`src/design/ofhr_ram.sv`:
```
// Generic simple dual-port RAM with one write port and a registered read port.
module ofhr_ram #(
    parameter int WIDTH = 8,
    parameter int DEPTH = 16
) (
    input  logic                                      clk,
    input  logic                                      we,
    input  logic [((DEPTH > 1) ? $clog2(DEPTH) : 1)-1:0] waddr,
    input  logic [WIDTH-1:0]                          wdata,
    input  logic                                      re,
    input  logic [((DEPTH > 1) ? $clog2(DEPTH) : 1)-1:0] raddr,
    output logic [WIDTH-1:0]                          rdata
);
    logic [WIDTH-1:0] mem [DEPTH];
    logic [WIDTH-1:0] rdata_reg;

    always_ff @(posedge clk)
    begin
        if (we)
        begin
            mem[waddr] <= wdata;
        end
        if (re)
        begin
            rdata_reg <= mem[raddr];
        end
    end

    assign rdata = rdata_reg;
endmodule

```
`config.mk`:
```
export PLATFORM = sky130hd
export DESIGN_NAME = ofhr_ram
export DESIGN_NICKNAME = d
export VERILOG_FILES = /design/src/design/ofhr_ram.sv
export SDC_FILE = /design/constraint.sdc
export NUM_CORES = 1
export LEC_CHECK = 0
export BUFFER_PORTS_ARGS = -buffer_cell sky130_fd_sc_hd__buf_4
export CAP_MARGIN = 10
export CORE_MARGIN = 2
export CORE_UTILIZATION = 52
export DETAILED_ROUTE_END_ITERATION = 16
export GPL_TIMING_DRIVEN = 0
export PLACE_DENSITY_LB_ADDON = 0.08
export SLEW_MARGIN = 0
export SYNTH_ARGS = -nofsm -noshare
export SYNTH_HDL_FRONTEND = slang
export SYNTH_SLANG_ARGS = --single-unit
export TNS_END_PERCENT = 5
```
`constraint.sdc`:
```
create_clock -name clk -period 3.88 [get_ports clk]
set_clock_uncertainty 0.15 [all_clocks]
set_input_delay 0.388 -clock clk [delete_from_list [all_inputs] [get_ports clk]]
set_output_delay 0.388 -clock clk [all_outputs]
set_load 0.1 [all_outputs]
```
==> impl_metrics.py <==
metrics = {
    "final_layout": {
        "final_cells": 423,
        "layout-drive-gt1-share": 0.297,
        "syn_to_final_growth_pct": 18.9,
        "post-route-util": 0.636,
        "antenna_cells": 0,
        "fillerInstances": 675,
        "nets": 296,
        "largest_reg_flops": 128,
    },
    "sta": {
        "finalHoldViolCount": 0,
        "holdWs_ns": 0.0564,
        "setup_viol": 0,
        "worst_pin_slew_ns": 0.818,
        "fin_tns_setup_ns": 0,
        "finalCriticalPeriod_ns": 1.90,
        "achievable-frequency_mhz": 527,
        "drv_slew": 0,
        "rsz0062_at_grt": "false",
        "slew_headroom": 0.450,
        "finalCritPeriodShare": 0.489,
    },
    "floorplan": {
        "die-area_um2": 10900,
        "start_util": 0.535,
        "rows": 36,
        "die_h_um": 104,
        "io_pins": 27,
        "dieWidth_um": 104,
        "coreArea_um2": 9770,
    },
    "logic_synthesis": {
        "synth_nets": 248,
        "ys_types": 18,
        "synth-seq-cells": 136,
        "synth.avg_cell_area_um2": 22.8,
        "netlist_instances": 229,
        "syn-cell-area_um2": 5230,
        "yosysWarnings": 0,
        "ys_seq_area_frac": 0.781,
    },
    "clocking": {
        "ctsResizeCount": 0,
        "cts_num_sinks": 136,
        "cts.path.max_buffers": 2,
        "cts_tree": "done",
        "clkLatencyLatePin_ns": 0.50,
        "clk_pin_slew_ns": 0.06,
        "root_buffer": "clkbuf_8",
        "numCtsBuffers": 17,
        "cts-htree-levels": 4,
    },
    "placed_design": {
        "port_buffers": 25,
        "dp_hpwl_mm": 6.21,
        "gp_congestion": 0.722,
        "placed_cells": 388,
    },
    "pwr": {
        "power_frac_clock": 0.461,
        "vdd_drop_max_mv": 0.320,
        "pwr-share-seq": 0.477,
        "pwr-share-comb": 0.062,
        "p_leak_uw": 0.00208,
        "power_density_nw_per_um2": 561,
        "power.internal_uw": 2770,
        "p_switching_uw": 719,
        "p_sw_frac": 0.206,
    },
    "detailed_routing": {
        "first_pass_iters": 4,
        "drc_errors": 0,
        "wl_mm": 9.90,
        "drt_iter0_markers": 234,
        "ant_nets": 0,
        "vias_per_cell": 5.74,
        "vias": 2429,
        "wl_per_cell_um": 23.4,
    },
    "worst_setup_path": {
        "critical_path.max_fanout": 5,
        "cp_common_cell": "buf_4",
        "setup.worst_path.end_class": "register",
        "cpPeakStageDelay_ns": 0.65,
        "reg2regPathDepth": 3,
        "critPathRequiredTime_ns": 3.94,
        "crit_type": "primary input to register",
        "r2r_slack_ns": 2.15,
        "timing.rr.end": "rdata[0]$_DFFE_PP_",
        "r2r-start": "mem[6][0]$_DFFE_PP_",
        "worstSetupStartpointType": "primary input",
        "crit_chain": "buf_4 -> or3b_2 -> nor3_1 -> buf_4",
        "critPathArrivalTime_ns": 1.96,
        "slowest_stage": "nor3_1",
    },
    "run_status": {
        "outcome": "finished, final reports clean",
    },
    "grt": {
        "overflow": 0,
        "grt_pass1_wl_mm": 15.3,
        "grt.total_usage": 0.199,
        "grt_max_degree": 17,
        "grt_pass1_vias": 2468,
        "antenna_found_initial": 0,
    },
    "min_path": {
        "min_to": "mem[6][6]$_DFFE_PP_",
        "whs_path_depth": 1,
        "hold_start": "wdata[6]",
        "hp-class": "primary input to register",
    },
    "job": {
        "maxCapViolations": 0,
    },
}
metal layers:
metal	global-route usage	share of wire	wire (um)
met5	0	0	0
met4	0.0521	0.0038	38
met3	0.0526	0.061	600
met2	0.293	0.49	4870
met1	0.300	0.44	4400
how the worst max path moves through the flow:
stage,cells after the start,to,slack (ns),startpoint
2_1_floorplan,2,mem[0][0]$_DFFE_PP_,1.85,waddr[2]
3_3_place_gp,3,mem[0][7]$_DFFE_PP_,1.25,waddr[2]
3_5_place_dp,4,mem[0][3]$_DFFE_PP_,1.45,waddr[2]
4_1_cts,4,mem[0][2]$_DFFE_PP_,1.98,waddr[2]
5_1_grt,4,mem[0][2]$_DFFE_PP_,1.95,waddr[2]
6_report,4,mem[0][2]$_DFFE_PP_,1.98,waddr[2]
kinds of logic (layout without fill, tap and decap cells):
| logic type | Yosys count | count (layout) | synth area share |
|---|---|---|---|
| flip-flops | 136 | 136 | 0.781 |
| AND/OR/NAND/NOR | 35 | 35 | 0.0314 |
| multiplexers | 32 | 32 | 0.148 |
| AO/OA/AOI/OAI | 16 | 16 | 0.0230 |
| buffers and inverters | 10 | 71 | 0.0165 |
per-stage QoR:
step	cell area [um2]	power (uW)	setup WS (ns)
floorplan	5230	1830	1.85
global placement	5580	1910	1.25
detailed placement	5590	1910	1.45
CTS	6200	3510	1.98
global route	6220	3600	1.95
finish	6220	3490	1.98
power by group through the flow:
stage	clock [uW]	combinational (uW)	sequential (uW)
after global placement	0	214	1690
final	1610	218	1660
after global routing	1700	232	1670
after CTS	1630	219	1660
after floorplan	0	83.5	1740
after detailed placement	0	218	1690
final cells by class:
cell class / count / area, um2 / share of cell area
flip-flops and latches: 136 / 4080 / 0.657
multi-input cells: 83 / 1060 / 0.171
well taps: 133 / 166 / 0.0268
clock buffers: 19 / 422 / 0.0678
repair buffers: 29 / 218 / 0.0350
plain buffers: 10 / 86.3 / 0.0139
clock inverters: 13 / 179 / 0.0288
synthesized netlist by cell type:
library cell	number	area share
or3b_2	1	0.0017
mux4_1	14	0.070
buf_6	3	0.0065
and2b_1	1	0.0014
a22oi_1	16	0.023
nand2_1	9	0.0065
buf_2	3	0.0029
and2_1	1	0.0012
nor2b_1	1	0.0012
edfxtp_1	136	0.78
clkdlybuf4s25_2	3	0.0057
mux4_2	18	0.078
buf_4	1	0.0014
nor3_1	4	0.0038
nand2b_1	2	0.0024
nand3_1	1	0.00096
nor2_1	13	0.0093
nand3b_1	2	0.0029
worst max-delay path: cells and delay by family:
| kind | cells | cell delay, ns |
|---|---|---|
| buffers and inverters | 2 | 0.40 |
| AND/OR/NAND/NOR | 2 | 1.17 |
cells in the final DEF (no fill, tap or decap), drive strengths merged, types with 2 or more instances in the layout:
master	Yosys	layout
a22oi	16	16
buf	7	34
bufinv	0	4
clkbuf	0	20
clkdlybuf4s25	3	3
clkinv	0	7
clkinvlp	0	2
edfxtp	136	136
mux4	32	32
nand2	9	9
nand2b	2	2
nand3b	2	2
nor2	13	13
nor3	4	4
repair_timing:
item | CTS | global route
endpoints found under the hold margin | 8 | 0
buffers inserted | 0 | 0
hold buffers | 1 | 0
(Power assumes the default switching activity.)
